## config.mk

```make
export PLATFORM = sky130hd
export DESIGN_NAME = reorder_buffer_ring
export DESIGN_NICKNAME = d
export VERILOG_FILES = /design/src/rtl/core/rbr_pkg.sv /design/src/rtl/core/rbr_ctrl.sv /design/src/rtl/core/rbr_store.sv /design/src/rtl/core/reorder_buffer_ring.sv
export SDC_FILE = /design/constraint.sdc
export NUM_CORES = 2
export LEC_CHECK = 0
export BUFFER_PORTS_ARGS = -buffer_cell sky130_fd_sc_hd__buf_2
export CORE_MARGIN = 2
export CORE_UTILIZATION = 25
export DETAILED_ROUTE_END_ITERATION = 16
export PLACE_DENSITY = 0.51
export SLEW_MARGIN = 20
export SYNTH_ARGS = -nofsm -noshare
export SYNTH_HDL_FRONTEND = slang
export SYNTH_SLANG_ARGS = --single-unit
export TNS_END_PERCENT = 5
```

## constraint.sdc

```tcl
create_clock -name clk -period 8.6 [get_ports clk]
set_input_delay 1.29 -clock clk [delete_from_list [all_inputs] [get_ports clk]]
set_output_delay 1.29 -clock clk [all_outputs]
set_load 0.005 [all_outputs]
```

## src/rtl/core/rbr_pkg.sv

```systemverilog
// ----------------------------------------------------------------------------
// rbr_pkg
// Shared widths, operation and status codes, and payload types of the
// circular reorder buffer.
// ----------------------------------------------------------------------------
package rbr_pkg;

  // Field widths fixed by the interface.
  localparam int OP_W   = 3;
  localparam int ST_W   = 3;
  localparam int IDX_W  = 4;
  localparam int WORD_W = 32;

  // Default depth and the widest entry address any depth can need.
  localparam int NUM_ENTRIES_DEF = 16;
  localparam int ADDR_MAX_W      = 8;

  // Operation codes.
  localparam logic [OP_W-1:0] OP_PUSH  = 3'd0;
  localparam logic [OP_W-1:0] OP_POP   = 3'd1;
  localparam logic [OP_W-1:0] OP_WRITE = 3'd2;
  localparam logic [OP_W-1:0] OP_FLUSH = 3'd3;
  localparam logic [OP_W-1:0] OP_QUERY = 3'd4;

  // Status codes.
  localparam logic [ST_W-1:0] ST_OK        = 3'd0;
  localparam logic [ST_W-1:0] ST_FULL      = 3'd1;
  localparam logic [ST_W-1:0] ST_EMPTY     = 3'd2;
  localparam logic [ST_W-1:0] ST_NOT_READY = 3'd3;
  localparam logic [ST_W-1:0] ST_INVALID   = 3'd4;

  // Input word.
  typedef struct packed {
    logic [OP_W-1:0]   operation;
    logic [WORD_W-1:0] inst_word;
    logic              ready_on_entry;
    logic [IDX_W-1:0]  entry_index;
    logic              actual_taken;
    logic              mispredict_flag;
    logic [WORD_W-1:0] result_value;
    logic [WORD_W-1:0] jump_target;
  } rbr_in_t;

  // Result word.
  typedef struct packed {
    logic [ST_W-1:0]   status;
    logic [IDX_W-1:0]  pushed_index;
    logic              can_push;
    logic              can_pop;
    logic [IDX_W-1:0]  head_index;
    logic [WORD_W-1:0] head_inst;
    logic              head_taken;
    logic              head_mispredict;
    logic [WORD_W-1:0] head_target;
    logic [WORD_W-1:0] sel_result;
    logic              sel_ready;
  } rbr_out_t;

  // Writeback state held for each entry.
  typedef struct packed {
    logic              taken;
    logic              mispredict;
    logic [WORD_W-1:0] target;
    logic [WORD_W-1:0] result;
  } rbr_wb_t;

  // Write and read controls from the pointer logic to the entry storage.
  typedef struct packed {
    logic                  inst_we;
    logic [ADDR_MAX_W-1:0] inst_addr;
    logic                  wb_we;
    logic [ADDR_MAX_W-1:0] wb_addr;
    logic [ADDR_MAX_W-1:0] head_addr;
    logic [ADDR_MAX_W-1:0] query_addr;
  } rbr_mem_ctl_t;

  // Control and status outcome of one operation.
  typedef struct packed {
    logic [ST_W-1:0]  status;
    logic [IDX_W-1:0] pushed_index;
    logic             can_push;
    logic             can_pop;
    logic [IDX_W-1:0] head_index;
    logic             queried;
    logic             query_in_range;
    logic             sel_ready;
  } rbr_step_t;

endpackage

```

## src/rtl/core/rbr_ctrl.sv

```systemverilog
// ----------------------------------------------------------------------------
// rbr_ctrl
// Head and tail pointers, per-entry valid and ready bits, and the decode of
// one operation into status, storage writes and storage read addresses.
// ----------------------------------------------------------------------------
module rbr_ctrl
  import rbr_pkg::*;
#(
  parameter int NUM_ENTRIES = NUM_ENTRIES_DEF
) (
  input  logic         clk,
  input  logic         rst_n,
  input  logic         en,
  input  rbr_in_t      item,
  output rbr_step_t    step,
  output rbr_mem_ctl_t mem_ctl
);

  localparam int PTR_W = $clog2(NUM_ENTRIES);
  localparam int CMP_W = (PTR_W > IDX_W) ? PTR_W : IDX_W;
  localparam logic [PTR_W-1:0] LAST = PTR_W'(NUM_ENTRIES - 1);

  logic [NUM_ENTRIES-1:0] valid_r, valid_nxt;
  logic [NUM_ENTRIES-1:0] ready_r, ready_nxt;
  logic [PTR_W-1:0]       head_r, head_nxt;
  logic [PTR_W-1:0]       tail_r, tail_nxt;
  logic [PTR_W-1:0]       idx_p;
  logic [PTR_W-1:0]       pushed;
  logic [CMP_W:0]         idx_w;
  logic [ST_W-1:0]        status;
  logic                   in_range;
  logic                   full, empty;
  logic                   full_after, empty_after;
  logic                   queried, inst_we, wb_we;

  // Next pointer position around the ring.
  function automatic logic [PTR_W-1:0] advance(input logic [PTR_W-1:0] p);
    return (p == LAST) ? '0 : p + 1'b1;
  endfunction

  // Entry index, range-checked against the configured depth.
  assign idx_w    = (CMP_W + 1)'(item.entry_index);
  assign in_range = idx_w < (CMP_W + 1)'(NUM_ENTRIES);
  assign idx_p    = idx_w[PTR_W-1:0];

  // Full and empty come from pointer equality and the valid bit there.
  assign full  = (tail_r == head_r) && valid_r[tail_r];
  assign empty = (tail_r == head_r) && !valid_r[head_r];

  // Operation decode and next state.
  always_comb begin
    valid_nxt = valid_r;
    ready_nxt = ready_r;
    head_nxt  = head_r;
    tail_nxt  = tail_r;
    status    = ST_OK;
    pushed    = '0;
    queried   = 1'b0;
    inst_we   = 1'b0;
    wb_we     = 1'b0;
    case (item.operation)
      OP_PUSH: begin
        if (full) begin
          status = ST_FULL;
        end else begin
          valid_nxt[tail_r] = 1'b1;
          ready_nxt[tail_r] = item.ready_on_entry;
          pushed            = tail_r;
          tail_nxt          = advance(tail_r);
          inst_we           = 1'b1;
        end
      end
      OP_POP: begin
        if (empty) begin
          status = ST_EMPTY;
        end else begin
          if (!ready_r[head_r]) begin
            status = ST_NOT_READY;
          end
          valid_nxt[head_r] = 1'b0;
          head_nxt          = advance(head_r);
        end
      end
      OP_WRITE: begin
        if (!in_range || !valid_r[idx_p]) begin
          status = ST_INVALID;
        end else begin
          ready_nxt[idx_p] = 1'b1;
          wb_we            = 1'b1;
        end
      end
      OP_FLUSH: begin
        valid_nxt = '0;
        head_nxt  = '0;
        tail_nxt  = '0;
      end
      OP_QUERY: begin
        queried = 1'b1;
      end
      default: begin
      end
    endcase
  end

  // Occupancy after the operation.
  assign full_after  = (tail_nxt == head_nxt) && valid_nxt[tail_nxt];
  assign empty_after = (tail_nxt == head_nxt) && !valid_nxt[head_nxt];

  // Outcome of the operation.
  always_comb begin
    step.status         = status;
    step.pushed_index   = IDX_W'(pushed);
    step.can_push       = !full_after;
    step.can_pop        = !empty_after;
    step.head_index     = IDX_W'(head_nxt);
    step.queried        = queried;
    step.query_in_range = in_range;
    if (queried) begin
      step.sel_ready = in_range && ready_nxt[idx_p];
    end else begin
      step.sel_ready = !empty_after && ready_nxt[head_nxt];
    end
  end

  // Storage writes go to the tail or the addressed entry; reads look at the
  // head as it stands after the operation.
  always_comb begin
    mem_ctl.inst_we    = inst_we;
    mem_ctl.inst_addr  = ADDR_MAX_W'(tail_r);
    mem_ctl.wb_we      = wb_we;
    mem_ctl.wb_addr    = ADDR_MAX_W'(idx_p);
    mem_ctl.head_addr  = ADDR_MAX_W'(head_nxt);
    mem_ctl.query_addr = ADDR_MAX_W'(idx_p);
  end

  // Valid bits and pointers.
  always_ff @(posedge clk) begin
    if (!rst_n) begin
      valid_r <= '0;
      head_r  <= '0;
      tail_r  <= '0;
    end else if (en) begin
      valid_r <= valid_nxt;
      head_r  <= head_nxt;
      tail_r  <= tail_nxt;
    end
  end

  // Ready marks are only meaningful once an entry is pushed.
  always_ff @(posedge clk) begin
    if (en) begin
      ready_r <= ready_nxt;
    end
  end

endmodule

```

## src/rtl/core/rbr_store.sv

```systemverilog
// ----------------------------------------------------------------------------
// rbr_store
// Entry storage: an instruction memory written at the tail and a writeback
// memory written by index, with registered reads at the head and at the
// queried entry. A write in the same cycle is forwarded to a matching read.
// ----------------------------------------------------------------------------
module rbr_store
  import rbr_pkg::*;
#(
  parameter int NUM_ENTRIES = NUM_ENTRIES_DEF
) (
  input  logic              clk,
  input  logic              en,
  input  rbr_mem_ctl_t      mem_ctl,
  input  logic [WORD_W-1:0] inst_wdata,
  input  rbr_wb_t           wb_wdata,
  output logic [WORD_W-1:0] head_inst,
  output rbr_wb_t           head_wb,
  output logic [WORD_W-1:0] query_result
);

  localparam int PTR_W = $clog2(NUM_ENTRIES);

  logic [WORD_W-1:0] inst_mem [NUM_ENTRIES];
  rbr_wb_t           wb_mem   [NUM_ENTRIES];

  logic [PTR_W-1:0]  inst_addr, wb_addr, head_addr, query_addr;
  logic [WORD_W-1:0] head_inst_r;
  rbr_wb_t           head_wb_r;
  logic [WORD_W-1:0] query_result_r;

  assign inst_addr  = mem_ctl.inst_addr[PTR_W-1:0];
  assign wb_addr    = mem_ctl.wb_addr[PTR_W-1:0];
  assign head_addr  = mem_ctl.head_addr[PTR_W-1:0];
  assign query_addr = mem_ctl.query_addr[PTR_W-1:0];

  // Memory writes.
  always_ff @(posedge clk) begin
    if (en && mem_ctl.inst_we) begin
      inst_mem[inst_addr] <= inst_wdata;
    end
    if (en && mem_ctl.wb_we) begin
      wb_mem[wb_addr] <= wb_wdata;
    end
  end

  // Registered reads with write-first forwarding; they hold while stalled.
  always_ff @(posedge clk) begin
    if (en) begin
      if (mem_ctl.inst_we && (inst_addr == head_addr)) begin
        head_inst_r <= inst_wdata;
      end else begin
        head_inst_r <= inst_mem[head_addr];
      end
      if (mem_ctl.wb_we && (wb_addr == head_addr)) begin
        head_wb_r <= wb_wdata;
      end else begin
        head_wb_r <= wb_mem[head_addr];
      end
      if (mem_ctl.wb_we && (wb_addr == query_addr)) begin
        query_result_r <= wb_wdata.result;
      end else begin
        query_result_r <= wb_mem[query_addr].result;
      end
    end
  end

  assign head_inst    = head_inst_r;
  assign head_wb      = head_wb_r;
  assign query_result = query_result_r;

endmodule

```

## src/rtl/core/reorder_buffer_ring.sv

```systemverilog
// ----------------------------------------------------------------------------
// reorder_buffer_ring
// Circular reorder buffer with push, pop, writeback, flush and query.
//
//   Channel   Ports                           Word
//   input     in_valid, in_ready, in_data     rbr_in_t, one operation
//   result    out_valid, out_ready, out_data  rbr_out_t, one per operation
//
// One operation is accepted every cycle unless the result channel stalls;
// its result passes the input register, then the result register and the
// storage read, and is then offered on the result channel.
// The buffer state commits in the cycle an operation moves into the result
// register, so back-to-back operations see each other's effects.
// Reset clears the valid bits and both pointers; entry data is not cleared.
// While out_ready is low the result holds and one more operation waits in
// the input register.
// ----------------------------------------------------------------------------
module reorder_buffer_ring
  import rbr_pkg::*;
#(
  parameter int NUM_ENTRIES = NUM_ENTRIES_DEF
) (
  input  logic     clk,
  input  logic     rst_n,
  input  logic     in_valid,
  output logic     in_ready,
  input  rbr_in_t  in_data,
  output logic     out_valid,
  input  logic     out_ready,
  output rbr_out_t out_data
);

  logic              in_vld_r, in_vld_nxt;
  rbr_in_t           in_r;
  logic              out_vld_r, out_vld_nxt;
  rbr_step_t         step_r;
  rbr_step_t         step;
  rbr_mem_ctl_t      mem_ctl;
  rbr_wb_t           wb_wdata;
  rbr_wb_t           head_wb;
  logic [WORD_W-1:0] head_inst;
  logic [WORD_W-1:0] query_result;
  logic              advance;

  // Pipeline handshake.
  assign advance    = in_vld_r && (!out_vld_r || out_ready);
  assign in_ready   = !in_vld_r || advance;
  assign in_vld_nxt = (in_valid && in_ready) ? 1'b1 : (advance ? 1'b0 : in_vld_r);
  assign out_vld_nxt = advance ? 1'b1 : (out_ready ? 1'b0 : out_vld_r);

  always_ff @(posedge clk) begin
    if (!rst_n) begin
      in_vld_r  <= 1'b0;
      out_vld_r <= 1'b0;
    end else begin
      in_vld_r  <= in_vld_nxt;
      out_vld_r <= out_vld_nxt;
    end
  end

  // Input register.
  always_ff @(posedge clk) begin
    if (in_valid && in_ready) begin
      in_r <= in_data;
    end
  end

  // Pointer and flag logic.
  rbr_ctrl #(
    .NUM_ENTRIES(NUM_ENTRIES)
  ) u_ctrl (
    .clk    (clk),
    .rst_n  (rst_n),
    .en     (advance),
    .item   (in_r),
    .step   (step),
    .mem_ctl(mem_ctl)
  );

  // Entry storage.
  always_comb begin
    wb_wdata.taken      = in_r.actual_taken;
    wb_wdata.mispredict = in_r.mispredict_flag;
    wb_wdata.target     = in_r.jump_target;
    wb_wdata.result     = in_r.result_value;
  end

  rbr_store #(
    .NUM_ENTRIES(NUM_ENTRIES)
  ) u_store (
    .clk         (clk),
    .en          (advance),
    .mem_ctl     (mem_ctl),
    .inst_wdata  (in_r.inst_word),
    .wb_wdata    (wb_wdata),
    .head_inst   (head_inst),
    .head_wb     (head_wb),
    .query_result(query_result)
  );

  // Result register for the control outcome.
  always_ff @(posedge clk) begin
    if (advance) begin
      step_r <= step;
    end
  end

  // Result word: head fields read as zero when the buffer is empty.
  always_comb begin
    out_data.status          = step_r.status;
    out_data.pushed_index    = step_r.pushed_index;
    out_data.can_push        = step_r.can_push;
    out_data.can_pop         = step_r.can_pop;
    out_data.head_index      = step_r.head_index;
    out_data.head_inst       = step_r.can_pop ? head_inst : '0;
    out_data.head_taken      = step_r.can_pop && head_wb.taken;
    out_data.head_mispredict = step_r.can_pop && head_wb.mispredict;
    out_data.head_target     = step_r.can_pop ? head_wb.target : '0;
    if (step_r.queried) begin
      out_data.sel_result = step_r.query_in_range ? query_result : '0;
    end else begin
      out_data.sel_result = step_r.can_pop ? head_wb.result : '0;
    end
    out_data.sel_ready = step_r.sel_ready;
  end

  assign out_valid = out_vld_r;

endmodule

```

==> reports/qor.txt <==
P&R area growth vs syn -> 15.6%
Leak Pwr -> 30.2 nW
CTS tree -> done
asr flop ratio synth -> 0%
CTS max path bufs -> 4
Tot GR Track Use -> 14.9%
Die X -> 570 um
CTS Hold Bufs -> 0
Worst R2R Start -> u_ctrl.head_r[1]
critical path's top delay family -> buffers and inverters
final setup skew -> 76.6 ps
placer congestion estimate -> 0.835
MaxCap Viol Count -> 0
fin crit share -> 69.7%
CTS Root Cell -> clkbuf_16
layout cells sized above 1 -> 15.7%
die area -> 0.325 mm2
Synthesized Nets -> 5735
CP cell instances -> xnor2_1 -> nand4_1 -> or3_1 -> o211ai_4 -> buf_4 -> buf_12 -> buf_4 -> and3_1 -> a211oi_1 -> a31oi_1 -> nand2_1 -> o211ai_1 -> o211a_1
RSZ-0062 raised after global routing -> false
post-DR wirelength/cell -> 24.8 um
largest net degree at the start of global routing -> 164
# DRC -> 0
clk slew on worst S/H paths -> 60 ps
filler cell count -> 31.7k
fmax -> 167 MHz
Max VDD drop -> 0.170 mV
CTS buffer count -> 209
io pins -> 224
CTS HTree Levels -> 4
Max FO, Critical Path -> 136
Vias/cell -> 4.96
Post-Syn Area -> 0.0800 mm2
DIE HEIGHT -> 570 um
crit path time final -> 5990 ps
core area -> 0.318 mm2
synth warn -> 0
grt ovf -> 0
Initial Util -> 25.1%
Sink Count -> 1865
post-route ant nets -> 0
initial drt markers -> 4358
sequential share of the synthesized area -> 69.6%
first-pass GRT wire length -> 356000 um
Final Hold Fails -> 0
Setup CP Type -> reg2reg
CP required -> 9320 ps
num rows -> 207
Seq cells post-synth -> 1865
Worst Path Arrival -> 6710 ps
hpwl dp -> 125000 um
Critical-path top delay cell -> dfxtp_1
setup bufs post-CTS -> 0
drt pass-1 iters -> 5
Critical Path End Type -> register
antenna violations before repair -> 29
Crit path largest cell delay -> 940 ps
CP Launch Type -> register
fin nets -> 5815
Worst-Skew Late Latency -> 910 ps
vias in the first global route -> 50.0k
Critical Path Source -> u_ctrl.head_r[1]
Hold Path Class -> reg2reg
Syn Area/Cell -> 14.2 um2
Final Max Slew Viols -> 0
number of synthesized flops with an enable pin -> 1835
IO Port Bufs -> 223
PwrDens -> 228 mW/mm2
Vias -> 49.8k
final setup TNS -> 0 ps
Area after DPL -> 0.0857 mm2
Yosys cell types -> 70
CP dominant cell by count -> buf_4
final instance area -> 0.0924 mm2
worst path bufs/invs -> 3
Synth Flop Type -> edfxtp_1
worst-margin pin slew -> 1120 ps
status -> completed
Syn Inst Count -> 5617
Detailed Route WL -> 249000 um
Post-CTS Resized -> 0
Setup-failing EPs final -> 0
hold wc startpoint -> in_vld_r
slew margin rel. -> 25.1%
placed cells by master (no fill, tap or decap), drive strengths merged, types with 10 or more instances in the layout:
cell type and instances:
and3 362, a311oi 44, nor3 18, mux4 173, dfxtp 30, nor2b 12, nand3 162, mux2i 155
edfxtp 1835, a211oi 401, a31oi 198, a21boi 10, clkbuf 246, o211a 70, buf 334, nor2 95
bufinv 19, nand2b 11, inv 27, mux2 58, a22o 32, o21ai 24, clkinv 92, diode 10
and2 80, nand2 1046, a21oi 145, xnor2 16, o211ai 65
flip-flops by register name (all words and copies together), names as in the netlist, named ones only:
signal and count:
out_valid 1, in_r 106, in_vld_r 1, u_store.wb_mem 1056
u_store.head_wb 66, u_store.head_inst 32, u_store.query_result 32, u_ctrl.ready_r 16
u_ctrl.valid_r 16, u_ctrl.tail_r 4, step_r 1, u_store.inst_mem 512
u_ctrl.head_r 4, out_data 14
worst reg2reg max path, cell delays in order, from the launching register on:
cell and delay, ps:
dfxtp_1 940, xnor2_1 210, nand4_1 300, or3_1 630, o211ai_4 250, buf_4 700
buf_12 710, buf_4 1060, and3_1 330, a211oi_1 60, a31oi_1 210, nand2_1 70
o211ai_1 150, o211a_1 180
final timing paths:
kind | end | slack [ps] | cells after the start
setup / recovery | u_store.head_wb[22] | 2610 | 13
hold / removal | out_valid | 530 | 1
setup reg to reg | u_store.head_wb[22] | 2610 | 13
hold reg to reg | out_valid | 530 | 1
cells by family (layout without fill, tap and decap cells):
logic type               count (synthesis)  in the layout  share of synthesized area [%]
AO/OA/AOI/OAI                         1038           1038                           9.40
XOR/XNOR                                17             17                          0.186
adder cells (fa/ha/maj)                  8              8                          0.125
buffers and inverters                  485            726                           2.63
flip-flops                            1865           1865                           69.6
multiplexers                           386            386                           7.63
other                                    0             10                              0
AND/OR/NAND/NOR                       1818           1818                           10.4
layout make-up:
class	instances	area [um2]	share of cell area, %
Tap cell	4180	5230	5.66
Multi-Input combinational cell	3267	22500	24.4
Antenna cell	10	25.0	0.0271
Timing Repair Buffer	334	2190	2.37
Clock buffer	246	5390	5.83
Clock inverter	126	1270	1.37
Sequential cell	1865	55700	60.3
Inverter	20	103	0.111
synthesized netlist by cell type, drive strengths merged, types with 3 or more instances:
| master | n | area share, % |
|---|---|---|
| a211o | 3 | 0.033 |
| a211oi | 401 | 3.8 |
| a21boi | 10 | 0.094 |
| a21oi | 145 | 0.91 |
| a221o | 7 | 0.088 |
| a22o | 32 | 0.35 |
| a311oi | 44 | 0.48 |
| a31oi | 198 | 1.6 |
| a32oi | 4 | 0.053 |
| a41oi | 3 | 0.033 |
| and2 | 80 | 0.63 |
| and3 | 362 | 2.8 |
| buf | 174 | 1.2 |
| clkbuf | 291 | 1.4 |
| dfxtp | 30 | 0.75 |
| edfxtp | 1835 | 69 |
| ha | 8 | 0.13 |
| inv | 20 | 0.094 |
| mux2 | 58 | 0.82 |
| mux2i | 155 | 1.9 |
| mux4 | 173 | 4.9 |
| nand2 | 1046 | 4.9 |
| nand2b | 11 | 0.086 |
| nand3 | 162 | 1.0 |
| nand4 | 4 | 0.031 |
| nor2 | 95 | 0.45 |
| nor2b | 12 | 0.094 |
| nor3 | 18 | 0.12 |
| nor3b | 4 | 0.038 |
| nor4 | 9 | 0.070 |
| o211a | 70 | 0.88 |
| o211ai | 65 | 0.63 |
| o21a | 5 | 0.047 |
| o21ai | 24 | 0.15 |
| o221a | 5 | 0.070 |
| o221ai | 5 | 0.063 |
| o22ai | 4 | 0.039 |
| or3 | 6 | 0.047 |
| xnor2 | 16 | 0.18 |
power by group:
part / switching (mW) / internal, mW / leakage [nW]
clock: 3.71 / 5.05 / 3.23
combinational: 1.25 / 0.735 / 10.0
sequential: 0.201 / 10.1 / 16.9
metrics by stage:
| step | power (mW) | worst slack, ps | std cells | util (%) | hold slack [ps] |
|---|---|---|---|---|---|
| 2_1_floorplan | 11.8 | 1630 | 5617 | - | 473 |
| 3_3_place_gp | 12.5 | 2840 | 9664 | 26.9 | 493 |
| 3_5_place_dp | 12.5 | 2800 | 9665 | 26.9 | 510 |
| 4_1_cts | 21.3 | 2730 | 10000 | 29.0 | 473 |
| 5_1_grt | 21.8 | 2360 | 10000 | 29.0 | 511 |
| 6_report | 21.1 | 2610 | 10000 | 29.0 | 525 |
layer usage:
metal | wire length, um | global-route usage, %
met2 | 118000 | 24.7
met4 | 8010 | 5.16
met5 | 106 | 0
met3 | 14700 | 2.26
met1 | 108000 | 19.7
Note: power is estimated with default switching activity, not from simulation.
